--- src/bmpgd_pkg.sv ---
package bmpgd_pkg;

   // Key codes of a result
   localparam logic [1:0] KEY_REWIND   = 2'd0;
   localparam logic [1:0] KEY_ESCAPE   = 2'd1;
   localparam logic [1:0] KEY_POWEROFF = 2'd2;

   // Register indexes of the configuration port
   localparam logic [1:0] CSR_HOLD_SECONDS         = 2'd0;
   localparam logic [1:0] CSR_ESCAPE_PRESS_COUNT   = 2'd1;
   localparam logic [1:0] CSR_SHUTDOWN_PRESS_COUNT = 2'd2;

   // Reset values of the registers
   localparam logic [3:0] HOLD_SECONDS_RESET         = 4'd1;
   localparam logic [7:0] ESCAPE_PRESS_COUNT_RESET   = 8'd3;
   localparam logic [7:0] SHUTDOWN_PRESS_COUNT_RESET = 8'd5;

   // A lone press in a gesture, the one that drives the rewind key
   localparam logic [7:0] PRESS_SINGLE = 8'd1;
   localparam logic [3:0] SECONDS_MAX  = 4'd15;

   // Command queue between the classifier and the event sequencer
   localparam int QUEUE_DEPTH = 2;
   localparam int QUEUE_AW    = 1;

   typedef struct packed {
      logic       button_level;
      logic [3:0] second_boundaries;
   } req_type;

   typedef struct packed {
      logic [1:0] key_code;
      logic       key_value;
      logic       shutdown_request;
      logic       last_of_run;
   } rsp_type;

   // One classified sample: a single key event, or a press/release pair
   typedef struct packed {
      logic [1:0] key_code;
      logic       pair;
      logic       key_value;
   } cmd_type;

   // Configuration as seen by the classifier
   typedef struct packed {
      logic [3:0] hold_seconds;
      logic [7:0] escape_press_count;
      logic [7:0] shutdown_press_count;
   } cfg_type;

endpackage

--- src/bmpgd_front.sv ---
module bmpgd_front
   import bmpgd_pkg::*;
(
   input  logic    clock,
   input  logic    reset,
   input  cfg_type cfg,
   input  logic    req_valid,
   output logic    req_ready,
   input  req_type req_data,
   output logic    push_valid,
   input  logic    push_ready,
   output cmd_type push_cmd
);

   typedef enum logic [1:0] {
      PHASE_IDLE     = 2'd0,
      PHASE_PRESSED  = 2'd1,
      PHASE_RELEASED = 2'd2
   } phase_type;

   phase_type  phase_ff, phase_in;
   logic [7:0] press_count_ff, press_count_in;
   logic [3:0] elapsed_ff, elapsed_in;
   logic       halted_ff, halted_in;
   logic       accept;

   // Take a sample whenever the queue has room for its command
   assign req_ready = push_ready;
   assign accept    = req_valid & push_ready;

   // Classify the sample and advance the gesture state
   always_comb begin
      logic [4:0] sum;
      logic [3:0] elapsed_sat;
      logic       timed_out;

      sum         = {1'b0, elapsed_ff} + {1'b0, req_data.second_boundaries};
      elapsed_sat = sum[4] ? SECONDS_MAX : sum[3:0];
      timed_out   = elapsed_sat > cfg.hold_seconds;

      phase_in       = phase_ff;
      press_count_in = press_count_ff;
      elapsed_in     = elapsed_ff;
      halted_in      = halted_ff;
      push_valid     = 1'b0;
      push_cmd       = '0;

      if (accept && !halted_ff) begin
         elapsed_in = elapsed_sat;
         case (phase_ff)
            PHASE_PRESSED: begin
               if (!req_data.button_level) begin
                  elapsed_in = '0;
                  phase_in   = PHASE_RELEASED;
               end else if (press_count_ff == PRESS_SINGLE && timed_out) begin
                  // repeat the rewind press while held
                  push_valid         = 1'b1;
                  push_cmd.key_code  = KEY_REWIND;
                  push_cmd.key_value = 1'b1;
               end
            end
            PHASE_RELEASED: begin
               if (!req_data.button_level && timed_out) begin
                  // gesture ends: pick the action by press count
                  if (press_count_ff == PRESS_SINGLE) begin
                     push_valid         = 1'b1;
                     push_cmd.key_code  = KEY_REWIND;
                     push_cmd.key_value = 1'b0;
                  end else if (press_count_ff == cfg.escape_press_count) begin
                     push_valid        = 1'b1;
                     push_cmd.key_code = KEY_ESCAPE;
                     push_cmd.pair     = 1'b1;
                  end else if (press_count_ff == cfg.shutdown_press_count) begin
                     push_valid        = 1'b1;
                     push_cmd.key_code = KEY_POWEROFF;
                     push_cmd.pair     = 1'b1;
                     halted_in         = 1'b1;
                  end
                  elapsed_in     = '0;
                  phase_in       = PHASE_IDLE;
                  press_count_in = '0;
               end else if (req_data.button_level) begin
                  elapsed_in     = '0;
                  phase_in       = PHASE_PRESSED;
                  press_count_in = press_count_ff + 8'd1;
               end
            end
            default: begin
               if (req_data.button_level) begin
                  elapsed_in     = '0;
                  phase_in       = PHASE_PRESSED;
                  press_count_in = press_count_ff + 8'd1;
               end
            end
         endcase
      end
   end

   always_ff @(posedge clock) begin
      if (reset) begin
         phase_ff       <= PHASE_IDLE;
         press_count_ff <= '0;
         elapsed_ff     <= '0;
         halted_ff      <= 1'b0;
      end else begin
         phase_ff       <= phase_in;
         press_count_ff <= press_count_in;
         elapsed_ff     <= elapsed_in;
         halted_ff      <= halted_in;
      end
   end

endmodule

--- src/bmpgd_queue.sv ---
module bmpgd_queue
   import bmpgd_pkg::*;
(
   input  logic    clock,
   input  logic    reset,
   input  logic    push_valid,
   output logic    push_ready,
   input  cmd_type push_cmd,
   output logic    pop_valid,
   input  logic    pop_ready,
   output cmd_type pop_cmd
);

   cmd_type               entry_ff [QUEUE_DEPTH];
   logic [QUEUE_AW-1:0]   wr_ptr_ff, wr_ptr_in;
   logic [QUEUE_AW-1:0]   rd_ptr_ff, rd_ptr_in;
   logic [QUEUE_AW:0]     count_ff, count_in;
   logic                  push, pop;

   assign push_ready = count_ff != QUEUE_DEPTH[QUEUE_AW:0];
   assign pop_valid  = count_ff != '0;
   assign pop_cmd    = entry_ff[rd_ptr_ff];
   assign push       = push_valid & push_ready;
   assign pop        = pop_valid & pop_ready;

   // Advance pointers and fill level
   always_comb begin
      wr_ptr_in = push ? wr_ptr_ff + 1'b1 : wr_ptr_ff;
      rd_ptr_in = pop ? rd_ptr_ff + 1'b1 : rd_ptr_ff;
      count_in  = count_ff;
      if (push && !pop) begin
         count_in = count_ff + 1'b1;
      end else if (pop && !push) begin
         count_in = count_ff - 1'b1;
      end
   end

   always_ff @(posedge clock) begin
      if (reset) begin
         wr_ptr_ff <= '0;
         rd_ptr_ff <= '0;
         count_ff  <= '0;
      end else begin
         wr_ptr_ff <= wr_ptr_in;
         rd_ptr_ff <= rd_ptr_in;
         count_ff  <= count_in;
      end
   end

   // Store the pushed command
   always_ff @(posedge clock) begin
      if (push) begin
         entry_ff[wr_ptr_ff] <= push_cmd;
      end
   end

endmodule

--- src/bmpgd_back.sv ---
module bmpgd_back
   import bmpgd_pkg::*;
(
   input  logic    clock,
   input  logic    reset,
   input  logic    pop_valid,
   output logic    pop_ready,
   input  cmd_type pop_cmd,
   output logic    rsp_valid,
   input  logic    rsp_ready,
   output rsp_type rsp_data
);

   logic       rsp_valid_ff, rsp_valid_in;
   rsp_type    rsp_data_ff, rsp_data_in;
   logic       second_ff, second_in;
   logic [1:0] pend_key_ff, pend_key_in;
   logic       slot_free;

   assign rsp_valid = rsp_valid_ff;
   assign rsp_data  = rsp_data_ff;
   assign slot_free = !rsp_valid_ff || rsp_ready;
   assign pop_ready = slot_free && !second_ff;

   // Load the output register: release half of a pair first, else a new command
   always_comb begin
      rsp_valid_in = rsp_valid_ff;
      rsp_data_in  = rsp_data_ff;
      second_in    = second_ff;
      pend_key_in  = pend_key_ff;
      if (slot_free) begin
         rsp_valid_in = 1'b0;
         if (second_ff) begin
            rsp_valid_in                 = 1'b1;
            rsp_data_in.key_code         = pend_key_ff;
            rsp_data_in.key_value        = 1'b0;
            rsp_data_in.shutdown_request = pend_key_ff == KEY_POWEROFF;
            rsp_data_in.last_of_run      = 1'b1;
            second_in                    = 1'b0;
         end else if (pop_valid) begin
            rsp_valid_in                 = 1'b1;
            rsp_data_in.key_code         = pop_cmd.key_code;
            rsp_data_in.key_value        = pop_cmd.pair | pop_cmd.key_value;
            rsp_data_in.shutdown_request = pop_cmd.key_code == KEY_POWEROFF;
            rsp_data_in.last_of_run      = !pop_cmd.pair;
            second_in                    = pop_cmd.pair;
            pend_key_in                  = pop_cmd.key_code;
         end
      end
   end

   always_ff @(posedge clock) begin
      if (reset) begin
         rsp_valid_ff <= 1'b0;
         second_ff    <= 1'b0;
      end else begin
         rsp_valid_ff <= rsp_valid_in;
         second_ff    <= second_in;
      end
      rsp_data_ff <= rsp_data_in;
      pend_key_ff <= pend_key_in;
   end

endmodule

--- src/button_multi_press_gesture_detector_core.sv ---
// Multi-press button gesture detector. Each accepted poll sample (button level and
// seconds passed since the previous poll) is classified combinationally and advances
// the idle/pressed/released gesture state; a sample may be taken every cycle while
// the two-entry command queue has room. Key events leave through the command queue
// and then a registered output: a rewind event is one response, an escape or
// power-off pair is a press response and then a release response. Samples with at
// most one event are taken one per cycle while the output drains; a pair holds back
// the next command until its release half has left the single output register.
// After the power-off pair the block stays dormant (samples are taken, no events)
// until reset. Configuration writes must happen only while no events are pending.
module button_multi_press_gesture_detector_core
   import bmpgd_pkg::*;
(
   input  logic       clock,
   input  logic       reset,
   input  logic       req_valid,
   output logic       req_ready,
   input  req_type    req_data,
   output logic       rsp_valid,
   input  logic       rsp_ready,
   output rsp_type    rsp_data,
   input  logic       csr_we,
   input  logic [1:0] csr_index,
   input  logic [7:0] csr_wdata
);

   cfg_type cfg_ff;
   logic    push_valid, push_ready;
   cmd_type push_cmd;
   logic    pop_valid, pop_ready;
   cmd_type pop_cmd;

   // Hold the configuration registers
   always_ff @(posedge clock) begin
      if (reset) begin
         cfg_ff.hold_seconds         <= HOLD_SECONDS_RESET;
         cfg_ff.escape_press_count   <= ESCAPE_PRESS_COUNT_RESET;
         cfg_ff.shutdown_press_count <= SHUTDOWN_PRESS_COUNT_RESET;
      end else if (csr_we) begin
         case (csr_index)
            CSR_HOLD_SECONDS:         cfg_ff.hold_seconds         <= csr_wdata[3:0];
            CSR_ESCAPE_PRESS_COUNT:   cfg_ff.escape_press_count   <= csr_wdata;
            CSR_SHUTDOWN_PRESS_COUNT: cfg_ff.shutdown_press_count <= csr_wdata;
            default: ;
         endcase
      end
   end

   bmpgd_front u_front (
      .clock      (clock),
      .reset      (reset),
      .cfg        (cfg_ff),
      .req_valid  (req_valid),
      .req_ready  (req_ready),
      .req_data   (req_data),
      .push_valid (push_valid),
      .push_ready (push_ready),
      .push_cmd   (push_cmd)
   );

   bmpgd_queue u_queue (
      .clock      (clock),
      .reset      (reset),
      .push_valid (push_valid),
      .push_ready (push_ready),
      .push_cmd   (push_cmd),
      .pop_valid  (pop_valid),
      .pop_ready  (pop_ready),
      .pop_cmd    (pop_cmd)
   );

   bmpgd_back u_back (
      .clock     (clock),
      .reset     (reset),
      .pop_valid (pop_valid),
      .pop_ready (pop_ready),
      .pop_cmd   (pop_cmd),
      .rsp_valid (rsp_valid),
      .rsp_ready (rsp_ready),
      .rsp_data  (rsp_data)
   );

endmodule
--- config.mk ---
export PLATFORM = sky130hd
export DESIGN_NAME = button_multi_press_gesture_detector_core
export DESIGN_NICKNAME = d
export VERILOG_FILES = /design/src/bmpgd_pkg.sv /design/src/bmpgd_front.sv /design/src/bmpgd_queue.sv /design/src/bmpgd_back.sv /design/src/button_multi_press_gesture_detector_core.sv
export SDC_FILE = /design/constraint.sdc
export NUM_CORES = 1
export LEC_CHECK = 0
export ABC_AREA = 1
export BUFFER_PORTS_ARGS = -buffer_cell sky130_fd_sc_hd__buf_2
export CORE_UTILIZATION = 55
export CTS_CLUSTER_SIZE = 10
export DETAILED_ROUTE_END_ITERATION = 6
export GPL_ROUTABILITY_DRIVEN = 0
export MAX_ROUTING_LAYER = met4
export PLACE_DENSITY_LB_ADDON = 0.2
export RECOVER_POWER = 100
export SYNTH_ARGS = -nofsm -noshare
export SYNTH_HDL_FRONTEND = slang
export SYNTH_SLANG_ARGS = --single-unit
--- constraint.sdc ---
create_clock -name clock -period 4.57 [get_ports clock]
set_input_delay 0.914 -clock clock [delete_from_list [all_inputs] [get_ports clock]]
set_output_delay 0.914 -clock clock [all_outputs]
set_load 0.01 [all_outputs]
==> out/metrics.cfg, run 1 <==
[status]
status=finished clean

[die]
die-area_um2=5610
die_w_um=74.9
core-area_um2=5110
die_height_um=74.9
placementRows=26
floorplan.io_pins=27
initial_utilization_pct=57.3

[cells_and_area]
fin_cells=481
layout.filler_cells=457
layout.core_utilization_pct=65.5
drive_gt1_share_pct=13.4
area_growth_pct=14.5
antennaDiodeCount=0
nNetsFinal=440

[clocking]
cts.repair_timing.setup_buffer_count=0
tritoncts.num_buffers=9
clock-root-buffer=sky130_fd_sc_hd__clkbuf_8
clock_sink_count=57
clock_insertion_delay_worst_skew_ns=0.34
post_cts_resize_count=0
clk_transition_reported_paths_ns=0.06
cts_buffer_depth=2
cts_tree=built
max_h_tree_level=3
holdBufCountCts=0

[drt]
number_of_remaining_drc_errors=0
detail_route.first_pass.iterations=4
routed_wirelength_um=5750
vias=2431
viasPerCell=5.05
detail_route.wl_per_cell_um=12.0
detail-route-antenna-nets=0
detailedRoute.firstIterationViolations=100

[place]
port-buffer-count=26
dpl.cell_count=465
detailedPlacementHpwl_um=4170

[synth]
synthesis.area_per_instance_um2=7.84
synth_top_area_share_pct=28.8
synthDistinctLibCells=35
syn-cell-area_um2=2920
synth_area_leaders=sky130_fd_sc_hd__dfxtp_1, sky130_fd_sc_hd__edfxtp_1, sky130_fd_sc_hd__nand2_1
synth_nets=407
post_synth_most_frequent_cells=sky130_fd_sc_hd__nand2_1, sky130_fd_sc_hd__inv_1, sky130_fd_sc_hd__dfxtp_1, sky130_fd_sc_hd__nor2_1
asyncSetResetFlopFracSynth_pct=0
synth_cells=373
yosys_warnings=0
synth_seq_cells=57
post-synth-top-count-cell=sky130_fd_sc_hd__nand2_1
post_synth_edffs=15
ys.flop_type=sky130_fd_sc_hd__dfxtp_1
synth-seq-area-share_pct=44.2
synth.largest_area_cell=sky130_fd_sc_hd__dfxtp_1

[power_and_ir_drop]
worst_ir_drop_vdd_mv=0.325
power_leakage_nw=1.50
power.density_nw_per_um2=498

[global_routing]
global_route.overflow_total=0
grt_first_pass_wirelength_um=9680
antenna_found_initial=0
first_global_vias=2183
pin_count_of_the_biggest_net_entering_global_routing=31
gr-usage-all-layers_pct=24.4

[setup_path]
arrival_ns=3.92
critPathKind=input pin to register
start_kind=input pin
critPathRequiredTime_ns=4.74
critical_path.reg2reg.startpoint=u_front.elapsed_ff[0]$_SDFFE_PP0P_
critical_path_peak_fanout=8
crit_start=req_data[0]
timing.critical_path.to_type=register

[sta]
fin_setup_tns_ns=0
grt_setup_unrepaired=false
fmax_ghz=0.266
worstMarginPinSlew_ns=1.17
slew_headroom_pct=21.4
fin_crit_sh_pct=82.2
period_minus_slack_ns=3.75
final_hold_viol_count=0
report.final.slew_viol_count=0
worst_clock_skew_ns=0.00720
setup_viol=0

[worst_hold_path]
worst_min_delay_path_category=register to register
min_from=cfg_ff[17]$_SDFFE_PP0P_

[flow_run]
max_cap_viol_count=0

## critical path, cell delays in order
cell	delay [ns]
sky130_fd_sc_hd__buf_2	0.10
sky130_fd_sc_hd__ha_1	0.20
sky130_fd_sc_hd__inv_1	0.07
sky130_fd_sc_hd__fa_1	0.17
sky130_fd_sc_hd__inv_1	0.06
sky130_fd_sc_hd__a31oi_1	0.30
sky130_fd_sc_hd__inv_1	0.06
sky130_fd_sc_hd__or2_2	0.28
sky130_fd_sc_hd__inv_1	0.06
sky130_fd_sc_hd__ha_1	0.21
sky130_fd_sc_hd__nand3_1	0.10
sky130_fd_sc_hd__inv_1	0.04
sky130_fd_sc_hd__a21oi_1	0.16
sky130_fd_sc_hd__nand3_1	0.12
sky130_fd_sc_hd__o21ai_0	0.92
sky130_fd_sc_hd__nor3_1	0.14
## cell usage in the layout (no fill, tap or decap), drive strengths merged
master   n
nand2   74
inv     62
nor2    48
dfxtp   42
o21ai   30
a21oi   27
buf     19
clkbuf  17
edfxtp  15
nand3   14
nor3    14
ha      13
xnor2   11
xor2     5
bufinv   4
clkinv   4
a31oi    3
or2      3
nand4    1
o21bai   1
nor4     1
o211ai   1
mux2i    1
fa       1
## report_power, final
group	internal (mW)	switching (mW)
logic	0.135	0.243
clock network	0.429	0.208
registers	0.609	0.0420
## metal layers
| metal | global-route usage (%) | vias to the layer above | share of wire, % |
|---|---|---|---|
| met5 | - | - | 0 |
| met4 | 8.18 | 0 | 1.4 |
| met3 | 7.63 | 8 | 4.3 |
| met2 | 37.5 | 47 | 48 |
| met1 | 30.6 | 1119 | 46 |
| li1 | - | 1257 | - |
## cell type report
type / instances / area [um^2] / share of cell area [%]
clock buffers: 10 / 138 / 4.11
clock inverters: 6 / 129 / 3.85
inverters: 64 / 241 / 7.21
multi-input cells: 248 / 1340 / 40.0
flip-flops and latches: 57 / 1290 / 38.6
well taps: 70 / 87.6 / 2.62
repair buffers: 26 / 121 / 3.63
## metrics by stage
stage / instance area [um^2] / hold WS [ns] / worst slack (ns) / power [mW]
2_1_floorplan: 2920 / 0.435 / 0.996 / 0.948
3_3_place_gp: 3120 / 0.452 / 0.739 / 1.04
3_5_place_dp: 3120 / 0.459 / 0.609 / 1.05
4_1_cts: 3390 / 0.468 / 0.966 / 1.69
5_1_grt: 3350 / 0.490 / 0.544 / 1.77
6_report: 3350 / 0.465 / 0.815 / 1.67
## state kept, by name, indices dropped and copies added (netlist names), named ones only
| register | flops |
|---|---|
| u_front.elapsed_ff | 4 |
| u_queue.count_ff | 2 |
| u_back.rsp_data | 5 |
| cfg_ff | 20 |
| u_queue.wr_ptr_ff | 1 |
| u_front.phase_ff | 2 |
| u_back.rsp_valid | 1 |
| u_front.press_count_ff | 8 |
| u_front.halted_ff | 1 |
| u_queue.rd_ptr_ff | 1 |
| u_queue.entry_ff | 8 |
| u_back.second_ff | 1 |
| u_back.pend_key_ff | 2 |
## kinds of logic after synthesis
logic type / after synthesis / share of synthesized area (%)
simple gates: 155 / 24.3
fa+ha+maj: 14 / 6.25
mux: 1 / 0.342
buf+inv: 68 / 8.86
xor+xnor: 16 / 4.79
flops: 57 / 44.2
compound gates: 62 / 11.3
## path summary, 6_finish.rpt
kind | slack [ns] | depth (start not counted) | endpoint
setup / recovery | 0.82 | 16 | u_front.press_count_ff[2]$_SDFFE_PP0P_
hold / removal | 0.46 | 2 | cfg_ff[17]$_SDFFE_PP0P_
setup reg to reg | 1.18 | 15 | u_front.press_count_ff[2]$_SDFFE_PP0P_
hold reg to reg | 0.46 | 2 | cfg_ff[17]$_SDFFE_PP0P_
Power figures use the tool's default switching activity.
==> run 2, diff against run 1 <==
--- a/config.mk
+++ b/config.mk
@@ -5,9 +5,9 @@
 export SDC_FILE = /design/constraint.sdc
 export NUM_CORES = 1
 export LEC_CHECK = 0
-export ABC_AREA = 1
+export ABC_AREA = 0
 export BUFFER_PORTS_ARGS = -buffer_cell sky130_fd_sc_hd__buf_2
-export CORE_UTILIZATION = 55
+export CORE_UTILIZATION = 53
 export CTS_CLUSTER_SIZE = 10
 export DETAILED_ROUTE_END_ITERATION = 6
 export GPL_ROUTABILITY_DRIVEN = 0
==> constraint.sdc (replaced) <==
create_clock -name clock -period 3.33 [get_ports clock]
set_input_delay 0.666 -clock clock [delete_from_list [all_inputs] [get_ports clock]]
set_output_delay 0.666 -clock clock [all_outputs]
set_load 0.01 [all_outputs]
==> out/metrics.cfg, run 2 <==
[die]
die_w_um=75.1  ; was 74.9 um
die-area_um2=5650  ; was 5610 um^2
initial_utilization_pct=55.2  ; was 57.3%
core-area_um2=5140  ; was 5110 um^2
floorplan.io_pins=27  ; unchanged
placementRows=26  ; unchanged
die_height_um=75.1  ; was 74.9 um

[power_and_ir_drop]
comb_power_share_pct=28.6  ; was 22.7%
finalPower_mw=2.21  ; was 1.67 mW
power_leakage_nw=1.61  ; was 1.50 nW
power.density_nw_per_um2=622  ; was 498 nW/um^2
pwr-share-clk_pct=31.8  ; was 38.3%
power.switching_fraction_pct=28.8  ; was 29.6%
share_seq_of_total_power_pct=39.6  ; was 39.1%
worst_ir_drop_vdd_mv=0.462  ; was 0.325 mV
power.net_switching_mw=0.637  ; was 0.494 mW
internal_power_mw=1.58  ; was 1.17 mW

[sta]
period_minus_slack_ns=3.45
timing.final.ws_setup_ns=-0.123  ; was 0.815 ns
fin_crit_sh_pct=104
final_hold_viol_count=0  ; unchanged
worst_clock_skew_ns=0.00820  ; was 0.00720 ns
slew_headroom_pct=40.5  ; was 21.4%
hold_slack_ns=0.482  ; was 0.465 ns
grt_setup_unrepaired=true  ; was false
fmax_ghz=0.290
worstMarginPinSlew_ns=0.891  ; was 1.17 ns
setup_viol=2  ; was 0
report.final.slew_viol_count=0  ; unchanged
fin_setup_tns_ns=-0.125  ; was 0 ns

[clocking]
clock_insertion_delay_worst_skew_ns=0.33  ; was 0.34 ns
max_h_tree_level=3  ; unchanged
clock-root-buffer=sky130_fd_sc_hd__clkbuf_8  ; unchanged
clock_sink_count=57  ; unchanged
tritoncts.num_buffers=9  ; unchanged
clk_transition_reported_paths_ns=0.06  ; about the same
cts_buffer_depth=2  ; unchanged
cts_tree=built  ; unchanged

[setup_path]
critPathRequiredTime_ns=3.59  ; was 4.74 ns
start_kind=input pin  ; unchanged
critPathKind=input pin to register  ; unchanged
critical_path_peak_fanout=4  ; was 8
arrival_ns=3.71  ; was 3.92 ns
timing.critical_path.to_type=register  ; unchanged

[drt]
detail_route.wl_per_cell_um=13.8  ; was 12.0 um
number_of_remaining_drc_errors=0  ; unchanged
detail_route.first_pass.iterations=4  ; unchanged
viasPerCell=5.25  ; was 5.05
vias=2195  ; was 2431
routed_wirelength_um=5760  ; was 5750 um
detailedRoute.firstIterationViolations=96  ; was 100
detail-route-antenna-nets=0  ; unchanged

[synth]
synthesis.area_per_instance_um2=9.81  ; was 7.84 um^2
synth_seq_cells=57  ; unchanged
synthDistinctLibCells=45  ; was 35
ys.flop_type=sky130_fd_sc_hd__dfxtp_1  ; unchanged
syn-cell-area_um2=2840  ; was 2920 um^2
compound_gate_fraction_of_synth_area_pct=10.2  ; was 11.3%
yosys_warnings=0  ; unchanged
synth_area_leaders=sky130_fd_sc_hd__dfxtp_1, sky130_fd_sc_hd__edfxtp_1, sky130_fd_sc_hd__xor2_1  ; was sky130_fd_sc_hd__dfxtp_1, sky130_fd_sc_hd__edfxtp_1, sky130_fd_sc_hd__nand2_1
synth_cells=289  ; was 373
post_synth_most_frequent_cells=sky130_fd_sc_hd__nor2_1, sky130_fd_sc_hd__dfxtp_1, sky130_fd_sc_hd__xor2_1  ; was sky130_fd_sc_hd__nand2_1, sky130_fd_sc_hd__inv_1, sky130_fd_sc_hd__dfxtp_1, sky130_fd_sc_hd__nor2_1
synth_top_area_share_pct=29.7  ; was 28.8%
fraction_of_synthesized_area_in_multiplexers_pct=5.91  ; was 0.342%
post_synth_edffs=15  ; unchanged
synth-seq-area-share_pct=45.5  ; was 44.2%
dominant_combinational_cell_family_by_area_after_synthesis=simple AND/OR/NAND/NOR gates  ; unchanged
synth-simple-area-share_pct=19.4  ; was 24.3%
post-synth-top-count-cell=sky130_fd_sc_hd__nor2_1  ; was sky130_fd_sc_hd__nand2_1
asyncSetResetFlopFracSynth_pct=0  ; unchanged
synth_nets=323  ; was 407
synth_fa_ha_area_share_pct=6.44  ; was 6.25%
synth.largest_area_cell=sky130_fd_sc_hd__dfxtp_1  ; unchanged
synthXorXnorAreaFrac_pct=8.03  ; was 4.79%

[place]
dpl.cell_count=386  ; was 465
port-buffer-count=26  ; unchanged
dpl_worst_slack_ns=-0.456  ; was 0.609 ns
detailedPlacementHpwl_um=3780  ; was 4170 um

[global_routing]
groute.layer.met1.usage_pct=27.1  ; was 30.6%
gr-usage-all-layers_pct=23.4  ; was 24.4%
gr-usage-met3_pct=4.69  ; was 7.63%
highest_utilization_routing_layer_at_the_global_route_stage=met2  ; unchanged
first_global_vias=2074  ; was 2183
global_route.overflow_total=0  ; unchanged
grt_first_pass_wirelength_um=9340  ; was 9680 um
antenna_found_initial=0  ; unchanged
pin_count_of_the_biggest_net_entering_global_routing=36  ; was 31
met2_usage_pct=38.1  ; was 37.5%

[worst_hold_path]
worst_min_delay_path_category=register to register  ; unchanged

[cells_and_area]
largest-register=cfg_ff  ; unchanged
nNetsFinal=377  ; was 440
fin_cells=418  ; was 481
drive_gt1_share_pct=29.0  ; was 13.4%
area_growth_pct=25.5  ; was 14.5%
reg.largest.list=cfg_ff: 20 flops, u_front.press_count_ff: 8 flops, u_queue.entry_ff: 8 flops  ; unchanged
largest_register_ffs=20  ; unchanged
layout_commonest_cell=sky130_fd_sc_hd__nor2_1  ; was sky130_fd_sc_hd__nand2_1
layout.cells.most_common_list=sky130_fd_sc_hd__nor2_1, sky130_fd_sc_hd__dfxtp_1, sky130_fd_sc_hd__buf_4  ; was sky130_fd_sc_hd__nand2_1, sky130_fd_sc_hd__inv_1, sky130_fd_sc_hd__nor2_1
layout.filler_cells=412  ; was 457
antennaDiodeCount=0  ; unchanged

[status]
status=complete, but fails checks  ; was finished clean
violations=setup timing

[flow_run]
max_cap_viol_count=0  ; unchanged

-- run 2: cell types whose count changed in the layout (fill, tap and decap cells not counted), sizes merged, moves of 9 or more --
cell   previous run  this run
o21ai            30         6
inv              62        18
mux2i             1        10
nand2            74        14
nand3            14         5
xor2              5        22
buf              19        54
a21oi            27        15
-- run 2: layer usage --
layer	up-vias	share of wire (%)
li1	1109	-
met2	58	49
met5	-	0
met3	12	4.1
met1	1016	45
met4	0	1.7
-- run 2: path summary, 6_finish.rpt --
path,start,to,slack (ns),cells past startpoint
max reg2reg,u_front.elapsed_ff[0]$_SDFFE_PP0P_,u_queue.count_ff[1]$_SDFFE_PP0P_,-0.05,17
max,req_data[0],u_queue.count_ff[1]$_SDFFE_PP0P_,-0.12,18
min,cfg_ff[2]$_SDFFE_PP1P_,cfg_ff[2]$_SDFFE_PP1P_,0.48,1
min reg2reg,cfg_ff[2]$_SDFFE_PP1P_,cfg_ff[2]$_SDFFE_PP1P_,0.48,1
-- run 2: logic make-up (layout without fill, tap and decap cells) --
logic type	Yosys count	after routing
flip-flops	57	57
buffers and inverters	29	88
multiplexers	16	16
XOR/XNOR	26	26
adder cells (fa/ha/maj)	14	14
AO/OA/AOI/OAI	43	43
AND/OR/NAND/NOR	104	104
-- run 2: layout make-up --
class | count | area, um^2 | area share [%]
inverters | 18 | 67.6 | 1.90
clock inverters | 6 | 81.3 | 2.29
clock buffers | 10 | 138 | 3.87
multi-input cells | 203 | 1540 | 43.3
repair buffers | 54 | 350 | 9.85
flip-flops and latches | 57 | 1290 | 36.3
well taps | 70 | 87.6 | 2.46
-- run 2: power by group through the flow --
stage / combinational, mW / sequential (mW) / clock [mW]
floorplan: 0.326 / 0.890 / 0
global placement: 0.495 / 0.889 / 0
detailed placement: 0.509 / 0.891 / 0
CTS: 0.577 / 0.878 / 0.722
global route: 0.707 / 0.895 / 0.750
finish: 0.633 / 0.877 / 0.704
-- run 2: per-stage QoR --
step                      utilization, %  instance area [um^2]
after floorplan                        -                  2870
after global placement              60.8                  3120
after detailed placement            60.8                  3120
after CTS                           67.6                  3480
after global routing                69.2                  3560
final                               69.2                  3560
-- run 2: repair_timing --
action / in CTS / in global routing
gates resized for setup: 2 / 16
setup buffers: 16 / 2
cloned: 0 / 0
pin swaps: 12 / 11
setup endpoints to repair: 2 / 11
endpoints found under the hold margin: 0 / 0
hold buffers: 0 / 0
-- run 2: critical path, cell delays in order --
cell                      delay (ns)
sky130_fd_sc_hd__buf_6          0.09
sky130_fd_sc_hd__ha_4           0.15
sky130_fd_sc_hd__inv_2          0.05
sky130_fd_sc_hd__fa_2           0.20
sky130_fd_sc_hd__inv_1          0.05
sky130_fd_sc_hd__a21o_1         0.20
sky130_fd_sc_hd__a21oi_4        0.19
sky130_fd_sc_hd__nor2b_4        0.20
sky130_fd_sc_hd__ha_1           0.25
sky130_fd_sc_hd__nand4_1        0.10
sky130_fd_sc_hd__o21ai_1        0.08
sky130_fd_sc_hd__a21oi_2        0.14
sky130_fd_sc_hd__nand2_1        0.09
sky130_fd_sc_hd__or4b_4         0.51
sky130_fd_sc_hd__inv_2          0.08
sky130_fd_sc_hd__ha_4           0.19
sky130_fd_sc_hd__or3_4          0.36
sky130_fd_sc_hd__a21oi_2        0.11
==> run 3, diff against run 2 <==
--- a/config.mk
+++ b/config.mk
@@ -7,7 +7,9 @@
 export LEC_CHECK = 0
 export ABC_AREA = 0
 export BUFFER_PORTS_ARGS = -buffer_cell sky130_fd_sc_hd__buf_2
-export CORE_UTILIZATION = 53
+export CELL_PAD_IN_SITES_DETAIL_PLACEMENT = 1
+export CELL_PAD_IN_SITES_GLOBAL_PLACEMENT = 2
+export CORE_UTILIZATION = 34
 export CTS_CLUSTER_SIZE = 10
 export DETAILED_ROUTE_END_ITERATION = 6
 export GPL_ROUTABILITY_DRIVEN = 0
==> out/metrics.cfg, run 3 (synthesized netlist as in run 2, its figures left out) <==
[sta]
report.final.slew_viol_count=0  ; unchanged
slew_headroom_pct=42.7  ; was 40.5%
final_hold_viol_count=0  ; unchanged
timing.final.ws_setup_ns=-0.104  ; was -0.123 ns
fin_crit_sh_pct=103  ; was 104%
worst_clock_skew_ns=0.0133  ; was 0.00820 ns
fmax_ghz=0.291  ; was 0.290 GHz
worstMarginPinSlew_ns=0.858  ; was 0.891 ns
setup_viol=1  ; was 2
period_minus_slack_ns=3.43  ; was 3.45 ns
grt_setup_unrepaired=true  ; unchanged

[place]
dpl.cell_count=423  ; was 386
placed_area_um2=3200  ; was 3120 um^2
dpl_worst_slack_ns=-0.496  ; was -0.456 ns
port-buffer-count=26  ; unchanged
detailedPlacementHpwl_um=4820  ; was 3780 um

[drt]
detail_route.first_pass.iterations=4  ; unchanged
vias=2235  ; was 2195
detailedRoute.firstIterationViolations=60  ; was 96
routed_wirelength_um=7010  ; was 5760 um
detail-route-antenna-nets=0  ; unchanged
viasPerCell=4.90  ; was 5.25
detail_route.wl_per_cell_um=15.4  ; was 13.8 um
number_of_remaining_drc_errors=0  ; unchanged

[clocking]
cts_tree=built  ; unchanged
clock_sink_count=57  ; unchanged
holdBufCountCts=0  ; unchanged
clk_transition_reported_paths_ns=0.07  ; was 0.06 ns
cts_buffer_depth=2  ; unchanged
clock-root-buffer=sky130_fd_sc_hd__clkbuf_8  ; unchanged
tritoncts.num_buffers=9  ; unchanged
clock_insertion_delay_worst_skew_ns=0.34  ; was 0.33 ns
max_h_tree_level=3  ; unchanged

[die]
floorplan.io_pins=27  ; unchanged
placementRows=32  ; was 26
die_height_um=93.3  ; was 75.1 um
core-area_um2=7890  ; was 5140 um^2
die-area_um2=8710  ; was 5650 um^2
die_w_um=93.3  ; was 75.1 um
initial_utilization_pct=35.9  ; was 55.2%

[setup_path]
critPathRequiredTime_ns=3.61  ; was 3.59 ns
critical_path_peak_fanout=4  ; unchanged
critPathKind=input pin to register  ; unchanged
start_kind=input pin  ; unchanged
regToRegSetupSlack_ns=-0.03  ; was -0.05 ns
arrival_ns=3.71  ; about the same
timing.critical_path.to_type=register  ; unchanged

[global_routing]
gr-usage-all-layers_pct=17.8  ; was 23.4%
antenna_found_initial=0  ; unchanged
pin_count_of_the_biggest_net_entering_global_routing=20  ; was 36
global_route.overflow_total=0  ; unchanged
first_global_vias=2305  ; was 2074
grt_first_pass_wirelength_um=11400  ; was 9340 um

[cells_and_area]
layout.filler_cells=908  ; was 412
largest-register=cfg_ff  ; unchanged
largest_register_ffs=20  ; unchanged
fin_cells=456  ; was 418
reg.largest.list=cfg_ff: 20 flops, u_front.press_count_ff: 8 flops, u_queue.entry_ff: 8 flops  ; unchanged
drive_gt1_share_pct=28.2  ; was 29.0%
area_growth_pct=29.7  ; was 25.5%
postLayoutCellArea_um2=3680  ; was 3560 um^2
antennaDiodeCount=0  ; unchanged
nNetsFinal=383  ; was 377
layout_commonest_cell=sky130_fd_sc_hd__nor2_1  ; unchanged
layout.cells.most_common_list=sky130_fd_sc_hd__nor2_1, sky130_fd_sc_hd__dfxtp_1, sky130_fd_sc_hd__buf_4  ; unchanged

[power_and_ir_drop]
power_leakage_nw=1.62  ; was 1.61 nW
worst_ir_drop_vdd_mv=0.247  ; was 0.462 mV
power.density_nw_per_um2=625  ; was 622 nW/um^2

[status]
violations=setup timing  ; unchanged
status=complete, but fails checks  ; unchanged

[flow_run]
max_cap_viol_count=0  ; unchanged

[worst_hold_path]
worst_min_delay_path_category=register to register  ; unchanged

## run 3: cell count changes in the layout (fill, tap and decap cells not counted), moves of 2 or more
| cell | change |
|---|---|
| sky130_fd_sc_hd__ha_1 | -2 |
| sky130_fd_sc_hd__buf_6 | +6 |
| sky130_fd_sc_hd__ha_4 | +2 |
| sky130_fd_sc_hd__buf_2 | -9 |
| sky130_fd_sc_hd__clkbuf_1 | +10 |
## run 3: area by class of cell
class | instances | area, um^2 | area share (%)
clock inverter | 7 | 93.8 | 2.55
sequential | 57 | 1290 | 35.1
multi-input combinational | 203 | 1570 | 42.6
tap | 102 | 128 | 3.47
inverter | 18 | 70.1 | 1.91
timing repair buffer | 60 | 403 | 11.0
clock buffer | 9 | 124 | 3.37
## run 3: path summary, 6_finish.rpt
check / start / to / depth (start not counted)
hold / removal: cfg_ff[0]$_SDFFE_PP1P_ / cfg_ff[0]$_SDFFE_PP1P_ / 1
setup reg to reg: u_front.elapsed_ff[0]$_SDFFE_PP0P_ / u_queue.count_ff[1]$_SDFFE_PP0P_ / 17
setup / recovery: req_data[0] / u_queue.count_ff[1]$_SDFFE_PP0P_ / 18
hold reg to reg: cfg_ff[0]$_SDFFE_PP1P_ / cfg_ff[0]$_SDFFE_PP1P_ / 1
## run 3: worst max-delay path, stage by stage
cell and delay (ns):
sky130_fd_sc_hd__buf_6 0.09, sky130_fd_sc_hd__ha_4 0.14, sky130_fd_sc_hd__inv_2 0.06, sky130_fd_sc_hd__fa_2 0.21, sky130_fd_sc_hd__inv_2 0.04, sky130_fd_sc_hd__a21o_1 0.20
sky130_fd_sc_hd__a21oi_4 0.22, sky130_fd_sc_hd__nand2_4 0.09, sky130_fd_sc_hd__ha_4 0.28, sky130_fd_sc_hd__nor2b_4 0.14, sky130_fd_sc_hd__o21ai_2 0.07, sky130_fd_sc_hd__a21oi_2 0.14
sky130_fd_sc_hd__nand2_1 0.08, sky130_fd_sc_hd__or4b_4 0.51, sky130_fd_sc_hd__inv_4 0.07, sky130_fd_sc_hd__ha_4 0.19, sky130_fd_sc_hd__or3_4 0.36, sky130_fd_sc_hd__a21oi_2 0.12
## run 3: timing repair
| item | 4_1_cts | 5_1_grt |
|---|---|---|
| setup endpoints to repair | 2 | 11 |
| resized for setup | 8 | 21 |
| pin swaps | 13 | 13 |
| buffers inserted | 16 | 3 |
## run 3: power breakdown
group / internal (mW) / switching [mW] / total, mW / leakage (nW)
registers: 0.816 / 0.0623 / 0.878 / 0.491
logic: 0.351 / 0.340 / 0.692 / 1.02
clock network: 0.421 / 0.309 / 0.730 / 0.106
total: 1.59 / 0.711 / 2.30 / 1.62
## run 3: through the flow
step	total power, mW	hold slack [ns]	utilization, %	TNS (ns)
floorplan	1.22	0.446	-	-0.237
CTS	2.26	0.492	45.4	-0.0771
detailed placement	1.43	0.472	40.6	-3.61
finish	2.30	0.486	46.6	-0.104
global route	2.43	0.521	46.6	-0.504
global placement	1.41	0.464	40.6	-2.45
## run 3: routing by layer
metal | global-route usage, % | vias up | share of wire, %
met1 | 20.6 | 1077 | 44
met3 | 4.39 | 11 | 3.1
met4 | 6.54 | 0 | 1.5
li1 | - | 1121 | -
met5 | - | - | 0
met2 | 30.0 | 26 | 51
